### src/design/obl_pkg.sv
// Shared constants, operation codes and sequencer states of the ordered block list.
`default_nettype none

package obl_pkg;

    localparam int LIST_CAPACITY = 64;
    localparam int BLOCK_ID_BITS = 8;

    typedef enum logic [2:0] {
        OP_APPEND     = 3'd0,
        OP_PREPEND    = 3'd1,
        OP_REM_FIRST  = 3'd2,
        OP_REM_LAST   = 3'd3,
        OP_REM_BLOCK  = 3'd4,
        OP_MOVE_END   = 3'd5,
        OP_MOVE_FRONT = 3'd6,
        OP_CLEAR      = 3'd7
    } op_t;

    typedef enum logic [3:0] {
        ST_IDLE,
        ST_FIND,
        ST_UNL_DEC,
        ST_UNL_PREV,
        ST_UNL_NEXT,
        ST_INS_CHK,
        ST_INS_W1,
        ST_INS_W2,
        ST_OUT
    } state_t;

endpackage

`default_nettype wire

### src/design/ordered_block_list.sv
// Ordered block list: doubly linked list of block numbers held in an entry RAM and a free pool RAM.
//
//  channel | signals                                               | direction
//  --------+-------------------------------------------------------+----------
//  in      | in_valid, in_stall, op, block                         | into block
//  out     | out_valid, out_stall, taken_block, taken_valid,       | out of block
//          | now_empty, entry_count, overflow                      |
//
// One word at a time. Remove-by-value and moves walk the list from the head, one entry RAM
// read a cycle; the single read port of the entry RAM sets the walk rate. Reset empties
// the list at once: the free pool is tracked against a high-water mark, so no clearing
// pass runs. A finished word waits in the output register while the next input word is
// accepted; an output stall holds the block only once the next word is done.
`default_nettype none

module ordered_block_list #(
    parameter int LIST_CAPACITY = obl_pkg::LIST_CAPACITY,
    parameter int BLOCK_ID_BITS = obl_pkg::BLOCK_ID_BITS,
    localparam int CNT_W = $clog2(LIST_CAPACITY + 1)
) (
    input  wire logic                     clk,
    input  wire logic                     rst_n,
    input  wire logic                     in_valid,
    output logic                          in_stall,
    input  wire logic [2:0]               op,
    input  wire logic [BLOCK_ID_BITS-1:0] block,
    output logic                          out_valid,
    input  wire logic                     out_stall,
    output logic [BLOCK_ID_BITS-1:0]      taken_block,
    output logic                          taken_valid,
    output logic                          now_empty,
    output logic [CNT_W-1:0]              entry_count,
    output logic                          overflow
);

    localparam int IW = $clog2(LIST_CAPACITY);
    localparam int BW = BLOCK_ID_BITS;
    localparam int EW = BW + 2 * IW;
    localparam logic [CNT_W-1:0] CAP_C = CNT_W'(LIST_CAPACITY);
    localparam logic [CNT_W-1:0] ONE_C = CNT_W'(1);

    obl_pkg::state_t state_reg, state_next;
    obl_pkg::op_t    op_reg, op_next;
    obl_pkg::op_t    op_in;

    logic [BW-1:0]    blk_reg, blk_next;
    logic [IW-1:0]    head_reg, head_next;
    logic [IW-1:0]    tail_reg, tail_next;
    logic [IW-1:0]    cur_reg, cur_next;
    logic [IW-1:0]    idx_reg, idx_next;
    logic [IW-1:0]    nx_reg, nx_next;
    logic [IW-1:0]    pv_reg, pv_next;
    logic [CNT_W-1:0] count_reg, count_next;
    logic [CNT_W-1:0] hwm_reg, hwm_next;
    logic [CNT_W-1:0] walk_reg, walk_next;
    logic [BW-1:0]    res_block_reg, res_block_next;
    logic             res_taken_reg, res_taken_next;
    logic             res_ovf_reg, res_ovf_next;

    logic             out_valid_reg, out_valid_next;
    logic             load_out;
    logic [BW-1:0]    taken_block_reg;
    logic             taken_valid_reg;
    logic             now_empty_reg;
    logic [CNT_W-1:0] entry_count_reg;
    logic             overflow_reg;

    logic             ent_wr_en, ent_rd_en;
    logic [IW-1:0]    ent_wr_addr, ent_rd_addr;
    logic [EW-1:0]    ent_wr_data, ent_rd_data;
    logic             pool_wr_en, pool_rd_en;
    logic [IW-1:0]    pool_wr_addr, pool_rd_addr;
    logic [IW-1:0]    pool_wr_data, pool_rd_data;

    logic [BW-1:0]    rd_blk;
    logic [IW-1:0]    rd_next;
    logic [IW-1:0]    rd_prev;
    logic [CNT_W-1:0] take_wide;
    logic [CNT_W-1:0] free_wide;
    logic [CNT_W-1:0] count_inc;
    logic [IW-1:0]    slot_take;
    logic [IW-1:0]    slot_free;
    logic [IW-1:0]    new_idx;
    logic             in_accept;
    logic             tail_side;
    logic             is_move;
    logic             is_remove;

    // Entry word: block number, next link, previous link
    assign rd_blk  = ent_rd_data[EW-1 -: BW];
    assign rd_next = ent_rd_data[2*IW-1:IW];
    assign rd_prev = ent_rd_data[IW-1:0];

    // Free pool is a stack: take from slot CAPACITY-1-count, return to slot CAPACITY-count
    assign take_wide = CAP_C - ONE_C - count_reg;
    assign free_wide = CAP_C - count_reg;
    assign slot_take = take_wide[IW-1:0];
    assign slot_free = free_wide[IW-1:0];
    assign count_inc = count_reg + ONE_C;
    // Once the count reaches the high-water mark the slot was never written since clear, so its own number is used
    assign new_idx   = (hwm_reg > count_reg) ? pool_rd_data : slot_take;

    assign op_in     = obl_pkg::op_t'(op);
    assign in_stall  = (state_reg != obl_pkg::ST_IDLE);
    assign in_accept = in_valid && !in_stall;
    assign tail_side = (op_reg == obl_pkg::OP_APPEND) || (op_reg == obl_pkg::OP_MOVE_END);
    assign is_move   = (op_reg == obl_pkg::OP_MOVE_END) || (op_reg == obl_pkg::OP_MOVE_FRONT);
    assign is_remove = (op_reg == obl_pkg::OP_REM_FIRST) || (op_reg == obl_pkg::OP_REM_LAST)
                    || (op_reg == obl_pkg::OP_REM_BLOCK);

    obl_ram #(
        .WIDTH(EW),
        .DEPTH(LIST_CAPACITY)
    ) u_entry_ram (
        .clk    (clk),
        .wr_en  (ent_wr_en),
        .wr_addr(ent_wr_addr),
        .wr_data(ent_wr_data),
        .rd_en  (ent_rd_en),
        .rd_addr(ent_rd_addr),
        .rd_data(ent_rd_data)
    );

    obl_ram #(
        .WIDTH(IW),
        .DEPTH(LIST_CAPACITY)
    ) u_pool_ram (
        .clk    (clk),
        .wr_en  (pool_wr_en),
        .wr_addr(pool_wr_addr),
        .wr_data(pool_wr_data),
        .rd_en  (pool_rd_en),
        .rd_addr(pool_rd_addr),
        .rd_data(pool_rd_data)
    );

    always_ff @(posedge clk or negedge rst_n)
    begin
        if (!rst_n)
        begin
            state_reg     <= obl_pkg::ST_IDLE;
            head_reg      <= '0;
            tail_reg      <= '0;
            count_reg     <= '0;
            hwm_reg       <= '0;
            out_valid_reg <= 1'b0;
        end
        else
        begin
            state_reg     <= state_next;
            head_reg      <= head_next;
            tail_reg      <= tail_next;
            count_reg     <= count_next;
            hwm_reg       <= hwm_next;
            out_valid_reg <= out_valid_next;
        end
    end

    always_ff @(posedge clk)
    begin
        op_reg        <= op_next;
        blk_reg       <= blk_next;
        cur_reg       <= cur_next;
        idx_reg       <= idx_next;
        nx_reg        <= nx_next;
        pv_reg        <= pv_next;
        walk_reg      <= walk_next;
        res_block_reg <= res_block_next;
        res_taken_reg <= res_taken_next;
        res_ovf_reg   <= res_ovf_next;
        if (load_out)
        begin
            taken_block_reg <= res_block_reg;
            taken_valid_reg <= res_taken_reg;
            now_empty_reg   <= (count_reg == '0);
            entry_count_reg <= count_reg;
            overflow_reg    <= res_ovf_reg;
        end
    end

    always_comb
    begin
        state_next     = state_reg;
        op_next        = op_reg;
        blk_next       = blk_reg;
        head_next      = head_reg;
        tail_next      = tail_reg;
        cur_next       = cur_reg;
        idx_next       = idx_reg;
        nx_next        = nx_reg;
        pv_next        = pv_reg;
        count_next     = count_reg;
        hwm_next       = hwm_reg;
        walk_next      = walk_reg;
        res_block_next = res_block_reg;
        res_taken_next = res_taken_reg;
        res_ovf_next   = res_ovf_reg;
        load_out       = 1'b0;
        out_valid_next = out_valid_reg && out_stall;

        ent_wr_en      = 1'b0;
        ent_wr_addr    = cur_reg;
        ent_wr_data    = ent_rd_data;
        ent_rd_en      = 1'b0;
        ent_rd_addr    = head_reg;
        pool_wr_en     = 1'b0;
        pool_wr_addr   = slot_free;
        pool_wr_data   = cur_reg;
        pool_rd_en     = 1'b0;
        pool_rd_addr   = slot_take;

        unique case (state_reg)
            obl_pkg::ST_IDLE:
            begin
                if (in_accept)
                begin
                    op_next        = op_in;
                    blk_next       = block;
                    res_block_next = '0;
                    res_taken_next = 1'b0;
                    res_ovf_next   = 1'b0;
                    walk_next      = '0;
                    unique case (op_in)
                        obl_pkg::OP_APPEND, obl_pkg::OP_PREPEND:
                        begin
                            state_next = obl_pkg::ST_INS_CHK;
                        end
                        obl_pkg::OP_REM_FIRST, obl_pkg::OP_REM_LAST:
                        begin
                            if (count_reg == '0)
                            begin
                                state_next = obl_pkg::ST_OUT;
                            end
                            else
                            begin
                                ent_rd_en   = 1'b1;
                                ent_rd_addr = (op_in == obl_pkg::OP_REM_FIRST) ? head_reg
                                                                               : tail_reg;
                                cur_next    = ent_rd_addr;
                                state_next  = obl_pkg::ST_UNL_DEC;
                            end
                        end
                        obl_pkg::OP_REM_BLOCK, obl_pkg::OP_MOVE_END, obl_pkg::OP_MOVE_FRONT:
                        begin
                            if (count_reg == '0)
                            begin
                                state_next = (op_in == obl_pkg::OP_REM_BLOCK)
                                           ? obl_pkg::ST_OUT : obl_pkg::ST_INS_CHK;
                            end
                            else
                            begin
                                ent_rd_en   = 1'b1;
                                ent_rd_addr = head_reg;
                                cur_next    = head_reg;
                                state_next  = obl_pkg::ST_FIND;
                            end
                        end
                        obl_pkg::OP_CLEAR:
                        begin
                            head_next  = '0;
                            tail_next  = '0;
                            count_next = '0;
                            hwm_next   = '0;
                            state_next = obl_pkg::ST_OUT;
                        end
                        default:
                        begin
                            state_next = obl_pkg::ST_OUT;
                        end
                    endcase
                end
            end

            obl_pkg::ST_FIND:
            begin
                // Compare one entry a cycle, following next links from the head
                if (rd_blk == blk_reg)
                begin
                    state_next = obl_pkg::ST_UNL_DEC;
                end
                else if (walk_reg == count_reg - ONE_C)
                begin
                    state_next = is_move ? obl_pkg::ST_INS_CHK : obl_pkg::ST_OUT;
                end
                else
                begin
                    ent_rd_en   = 1'b1;
                    ent_rd_addr = rd_next;
                    cur_next    = rd_next;
                    walk_next   = walk_reg + ONE_C;
                end
            end

            obl_pkg::ST_UNL_DEC:
            begin
                if (is_remove)
                begin
                    res_block_next = rd_blk;
                    res_taken_next = 1'b1;
                end
                pool_wr_en   = 1'b1;
                pool_wr_addr = slot_free;
                pool_wr_data = cur_reg;
                count_next   = count_reg - ONE_C;
                state_next   = is_move ? obl_pkg::ST_INS_CHK : obl_pkg::ST_OUT;
                priority if (count_reg == ONE_C)
                begin
                    head_next = '0;
                    tail_next = '0;
                end
                else if (cur_reg == head_reg)
                begin
                    head_next = rd_next;
                end
                else if (cur_reg == tail_reg)
                begin
                    tail_next = rd_prev;
                end
                else
                begin
                    // Middle entry: relink both neighbours
                    nx_next     = rd_next;
                    pv_next     = rd_prev;
                    ent_rd_en   = 1'b1;
                    ent_rd_addr = rd_prev;
                    state_next  = obl_pkg::ST_UNL_PREV;
                end
            end

            obl_pkg::ST_UNL_PREV:
            begin
                ent_wr_en   = 1'b1;
                ent_wr_addr = pv_reg;
                ent_wr_data = {rd_blk, nx_reg, rd_prev};
                ent_rd_en   = 1'b1;
                ent_rd_addr = nx_reg;
                state_next  = obl_pkg::ST_UNL_NEXT;
            end

            obl_pkg::ST_UNL_NEXT:
            begin
                ent_wr_en   = 1'b1;
                ent_wr_addr = nx_reg;
                ent_wr_data = {rd_blk, rd_next, pv_reg};
                state_next  = is_move ? obl_pkg::ST_INS_CHK : obl_pkg::ST_OUT;
            end

            obl_pkg::ST_INS_CHK:
            begin
                if (count_reg == CAP_C)
                begin
                    res_ovf_next = 1'b1;
                    state_next   = obl_pkg::ST_OUT;
                end
                else
                begin
                    pool_rd_en   = 1'b1;
                    pool_rd_addr = slot_take;
                    ent_rd_en    = 1'b1;
                    ent_rd_addr  = tail_side ? tail_reg : head_reg;
                    state_next   = obl_pkg::ST_INS_W1;
                end
            end

            obl_pkg::ST_INS_W1:
            begin
                idx_next    = new_idx;
                ent_wr_en   = 1'b1;
                ent_wr_addr = new_idx;
                ent_wr_data = tail_side ? {blk_reg, {IW{1'b0}}, tail_reg}
                                        : {blk_reg, head_reg, {IW{1'b0}}};
                if (count_reg == '0)
                begin
                    head_next  = new_idx;
                    tail_next  = new_idx;
                    count_next = count_inc;
                    if (count_inc > hwm_reg)
                    begin
                        hwm_next = count_inc;
                    end
                    state_next = obl_pkg::ST_OUT;
                end
                else
                begin
                    state_next = obl_pkg::ST_INS_W2;
                end
            end

            obl_pkg::ST_INS_W2:
            begin
                // Point the old end entry at the new one; its word is still held
                ent_wr_en = 1'b1;
                if (tail_side)
                begin
                    ent_wr_addr = tail_reg;
                    ent_wr_data = {rd_blk, idx_reg, rd_prev};
                    tail_next   = idx_reg;
                end
                else
                begin
                    ent_wr_addr = head_reg;
                    ent_wr_data = {rd_blk, rd_next, idx_reg};
                    head_next   = idx_reg;
                end
                count_next = count_inc;
                if (count_inc > hwm_reg)
                begin
                    hwm_next = count_inc;
                end
                state_next = obl_pkg::ST_OUT;
            end

            obl_pkg::ST_OUT:
            begin
                if (!out_valid_reg || !out_stall)
                begin
                    load_out       = 1'b1;
                    out_valid_next = 1'b1;
                    state_next     = obl_pkg::ST_IDLE;
                end
            end

            default:
            begin
                state_next = obl_pkg::ST_IDLE;
            end
        endcase
    end

    assign out_valid   = out_valid_reg;
    assign taken_block = taken_block_reg;
    assign taken_valid = taken_valid_reg;
    assign now_empty   = now_empty_reg;
    assign entry_count = entry_count_reg;
    assign overflow    = overflow_reg;

endmodule

`default_nettype wire

### src/design/obl_ram.sv
// Generic simple dual-port RAM: one write port, one read port with registered read data.
`default_nettype none

module obl_ram #(
    parameter int WIDTH = obl_pkg::BLOCK_ID_BITS,
    parameter int DEPTH = obl_pkg::LIST_CAPACITY,
    localparam int AW = $clog2(DEPTH)
) (
    input  wire logic             clk,
    input  wire logic             wr_en,
    input  wire logic [AW-1:0]    wr_addr,
    input  wire logic [WIDTH-1:0] wr_data,
    input  wire logic             rd_en,
    input  wire logic [AW-1:0]    rd_addr,
    output logic      [WIDTH-1:0] rd_data
);

    logic [WIDTH-1:0] mem [DEPTH];

    always_ff @(posedge clk)
    begin
        if (wr_en)
        begin
            mem[wr_addr] <= wr_data;
        end
    end

    // Hold the last read word until the next read
    always_ff @(posedge clk)
    begin
        if (rd_en)
        begin
            rd_data <= mem[rd_addr];
        end
    end

endmodule

`default_nettype wire

### config.mk
export PLATFORM = sky130hd
export DESIGN_NAME = ordered_block_list
export DESIGN_NICKNAME = d
export VERILOG_FILES = /design/src/design/obl_pkg.sv /design/src/design/ordered_block_list.sv /design/src/design/obl_ram.sv
export SDC_FILE = /design/constraint.sdc
export NUM_CORES = 2
export LEC_CHECK = 0
export BUFFER_PORTS_ARGS = -buffer_cell sky130_fd_sc_hd__buf_2
export CORE_MARGIN = 1
export CORE_UTILIZATION = 50
export CTS_BUF_LIST = sky130_fd_sc_hd__clkbuf_8
export DETAILED_ROUTE_END_ITERATION = 8
export HOLD_SLACK_MARGIN = 0.03
export PLACE_DENSITY_LB_ADDON = 0.1
export SLEW_MARGIN = 20
export SYNTH_ARGS = -nofsm -noshare
export SYNTH_HDL_FRONTEND = slang
export SYNTH_SLANG_ARGS = --single-unit
### constraint.sdc
create_clock -name clk -period 6.5 [get_ports clk]
set_input_delay 0.975 -clock clk [delete_from_list [all_inputs] [get_ports clk]]
set_output_delay 0.975 -clock clk [all_outputs]
set_load 0.02 [all_outputs]
==> results.sh <==
export IMPL_final_hold_viol_count=0
export IMPL_drtIter0Drc=4465
export IMPL_skew_ns=0.0701
export IMPL_top_level_ports=35
export IMPL_synth_top_area_frac=0.737
export IMPL_antenna_found_initial=8
export IMPL_drv_cap=0
export IMPL_status="finished, final reports clean"
export IMPL_report_final_slew_viol_count=0
export IMPL_cp_data_required_time_ns=7.36
export IMPL_synth_avg_cell_area_um2=17.4
export IMPL_layoutNonFillerInstCount=6542
export IMPL_p_comb_frac=0.406
export IMPL_synth_simple_gate_area_share=0.0745
export IMPL_max_freq_mhz=173
export IMPL_ys_seq_area_frac=0.748
export IMPL_drt_antenna_violating_nets=0
export IMPL_clk_pin_slew_worst_paths_ns=0.06
export IMPL_dp_hpwl_um=112000
export IMPL_die_area_um2=145000
export IMPL_cp_max_fo=21
export IMPL_numPortBuffers=34
export IMPL_drive_above_1_share=0.228
export IMPL_p_sw_frac=0.384
export IMPL_min_period_ns=5.79
export IMPL_slew_headroom=0.212
export IMPL_vdd_drop_max_uv=759
export IMPL_ys_warn_count=0
export IMPL_synth_async_sr_flop_share=0.0173
export IMPL_top_register="u_entry_ram.mem"
export IMPL_vias_per_cell=6.07
export IMPL_cts_root_buf="clkbuf_8"
export IMPL_cts_buffers=311
export IMPL_vias=39700
export IMPL_internal_power_uw=25900
export IMPL_synth_largest_area_cell="edfxtp_1"
export IMPL_design_area_um2=80500
export IMPL_powerDensity_nw_per_um2=522
export IMPL_cts_tree="built"
export IMPL_power_leakage_uw=0.0265
export IMPL_synth_cell_types=78
export IMPL_clk_latency_ns=1.02
export IMPL_rows=138
export IMPL_synth_most_common_cell="edfxtp_1"
export IMPL_die_h_um=381
export IMPL_synth_xor_area_share=0.00586
export IMPL_grt_max_degree=172
export IMPL_placed_cells=6012
export IMPL_synth_top_family_by_area="multiplexers"
export IMPL_grt_remaining_overflow=0
export IMPL_synth_edf_count=1760
export IMPL_hp_class="input pin to flip-flop"
export IMPL_drc=0
export IMPL_wl_per_cell_um=28.7
export IMPL_arrival_ns=6.64
export IMPL_final_util=0.567
export IMPL_yosys_register_bits=1791
export IMPL_synth_flop_cell="edfxtp_1"
export IMPL_grt_pass1_wl_um=273000
export IMPL_power_share_clock=0.215
export IMPL_seq_power_share=0.379
export IMPL_largest_register_ffs=1280
export IMPL_wl_um=188000
export IMPL_synth_nets=4156
export IMPL_fin_ws_ns=0.714
export IMPL_htreeDepth=5
export IMPL_dp_slack_ns=0.697
export IMPL_path_class="flip-flop to flip-flop"
export IMPL_die_x_um=381
export IMPL_postPlaceCellArea_um2=75100
export IMPL_routabilityCongestion=0.887
export IMPL_start_kind="flip-flop"
export IMPL_post_cts_setup_buffer_count=0
export IMPL_synthAdderAreaFrac=0.00314
export IMPL_netlist_area_um2=71700
export IMPL_fin_crit_sh=0.890
export IMPL_cts_sink_count=1791
export IMPL_dr_pass1_iters=6
export IMPL_ys_top_cells_by_count="edfxtp_1, nand2_1, mux4_2, nand3_1, nor2_1"
export IMPL_coreArea_um2=142000
export IMPL_worst_pin_slew_ns=1.17
export IMPL_rsz0062_at_grt="false"
export IMPL_synth_area_mux_share=0.105
export IMPL_power_switching_uw=16200
export IMPL_synth_compound_area_frac=0.0458
export IMPL_endpoint_kind="flip-flop"
export IMPL_area_growth_pct=12.3
export IMPL_grt_pass1_vias=39200
export IMPL_nets=4469
export IMPL_top_regs="u_entry_ram.mem: 1280 flops, u_pool_ram.mem: 384 flops, u_entry_ram.rd_data: 20 flops"
export IMPL_synthTopCellsByArea="edfxtp_1, mux4_2, nand2_1, nand3_1, dfrtp_1"
export IMPL_clock_path_buffers=4
export IMPL_grt_use_total=0.260
export IMPL_setup_tns_ns=0
export IMPL_start_util=0.505
export IMPL_synthCells=4123
export IMPL_setup_violations=0
## layout make-up
cell class	count	area [um2]
Fill cell	11100	61400
Sequential cell	1791	53600
Multi-Input combinational cell	2058	17100
Clock buffer	316	4350
Tap cell	1890	2360
Timing Repair Buffer	242	1930
Clock inverter	207	960
Inverter	32	120
Antenna cell	6	15.0
## metrics by stage
step / hold slack [ns] / total power [uW]
final: 0.143 / 42100
after global routing: 0.0769 / 43900
after CTS: 0.0389 / 42200
after detailed placement: 0.405 / 33200
after global placement: 0.400 / 33000
after floorplan: 0.400 / 26600
## kinds of logic (layout without fill, tap and decap cells)
family | Yosys count | in the layout
AND/OR/NAND/NOR | 1188 | 1188
other | 0 | 6
AO/OA/AOI/OAI | 439 | 439
adder cells (fa/ha/maj) | 18 | 18
flip-flops | 1791 | 1791
XOR/XNOR | 48 | 48
buffers and inverters | 274 | 797
multiplexers | 365 | 365
## final timing paths
path / to / slack (ns) / cells past startpoint / start
setup / recovery: u_entry_ram.rd_data[8] / 0.71 / 15 / count_reg[0]
hold / removal: blk_reg[6] / 0.14 / 1 / block[6]
setup reg to reg: u_entry_ram.rd_data[8] / 0.71 / 15 / count_reg[0]
hold reg to reg: taken_block[1] / 0.42 / 0 / res_block_reg[1]
max in group asynchronous: count_reg[1] / 5.25 / 2 / rst_n
min in group asynchronous: out_valid / 0.62 / 2 / rst_n
## timing repair
item,4_1_cts,5_1_grt
resized for setup,0,0
hold buffers,1,0
endpoints found under the hold margin,15,0
## per-layer routing
layer | vias up | global-route usage | wire, um
li1 | 17100 | - | -
met5 | - | 0 | 0
met4 | 0 | 0.0707 | 3980
met1 | 20500 | 0.391 | 82200
met2 | 1844 | 0.387 | 85200
met3 | 245 | 0.0569 | 16600
## cells in the final DEF, fill, tap and decap left out, drive strengths merged, types with 98 or more instances in the layout
| master | instances |
|---|---|
| clkinv | 98 |
| a21oi | 108 |
| nand3 | 225 |
| clkbuf | 316 |
| nand2 | 598 |
| buf | 241 |
| mux4 | 306 |
| edfxtp | 1760 |
| inv | 130 |
| nor2 | 173 |
## power by group through the flow
stage / clock network (uW) / registers (uW) / logic [uW]
after floorplan: 0 / 16100 / 10500
after global placement: 0 / 16100 / 16900
after detailed placement: 0 / 16100 / 17100
after CTS: 9230 / 15900 / 17100
after global routing: 9740 / 16000 / 18200
final: 9040 / 15900 / 17100
## worst max-delay path, cell delays in order, from the launching register on
cell,delay (ns)
dfrtp_4,0.48
inv_1,0.13
ha_1,0.35
xnor2_1,0.28
xnor2_1,0.14
nor4_2,0.35
a31oi_2,0.42
a2111oi_4,0.66
and2_4,0.54
buf_12,0.29
buf_12,0.21
buf_4,0.22
mux4_2,0.25
o221ai_1,0.18
nor3_1,0.86
nand4b_1,0.21
(Power assumes the default switching activity.)
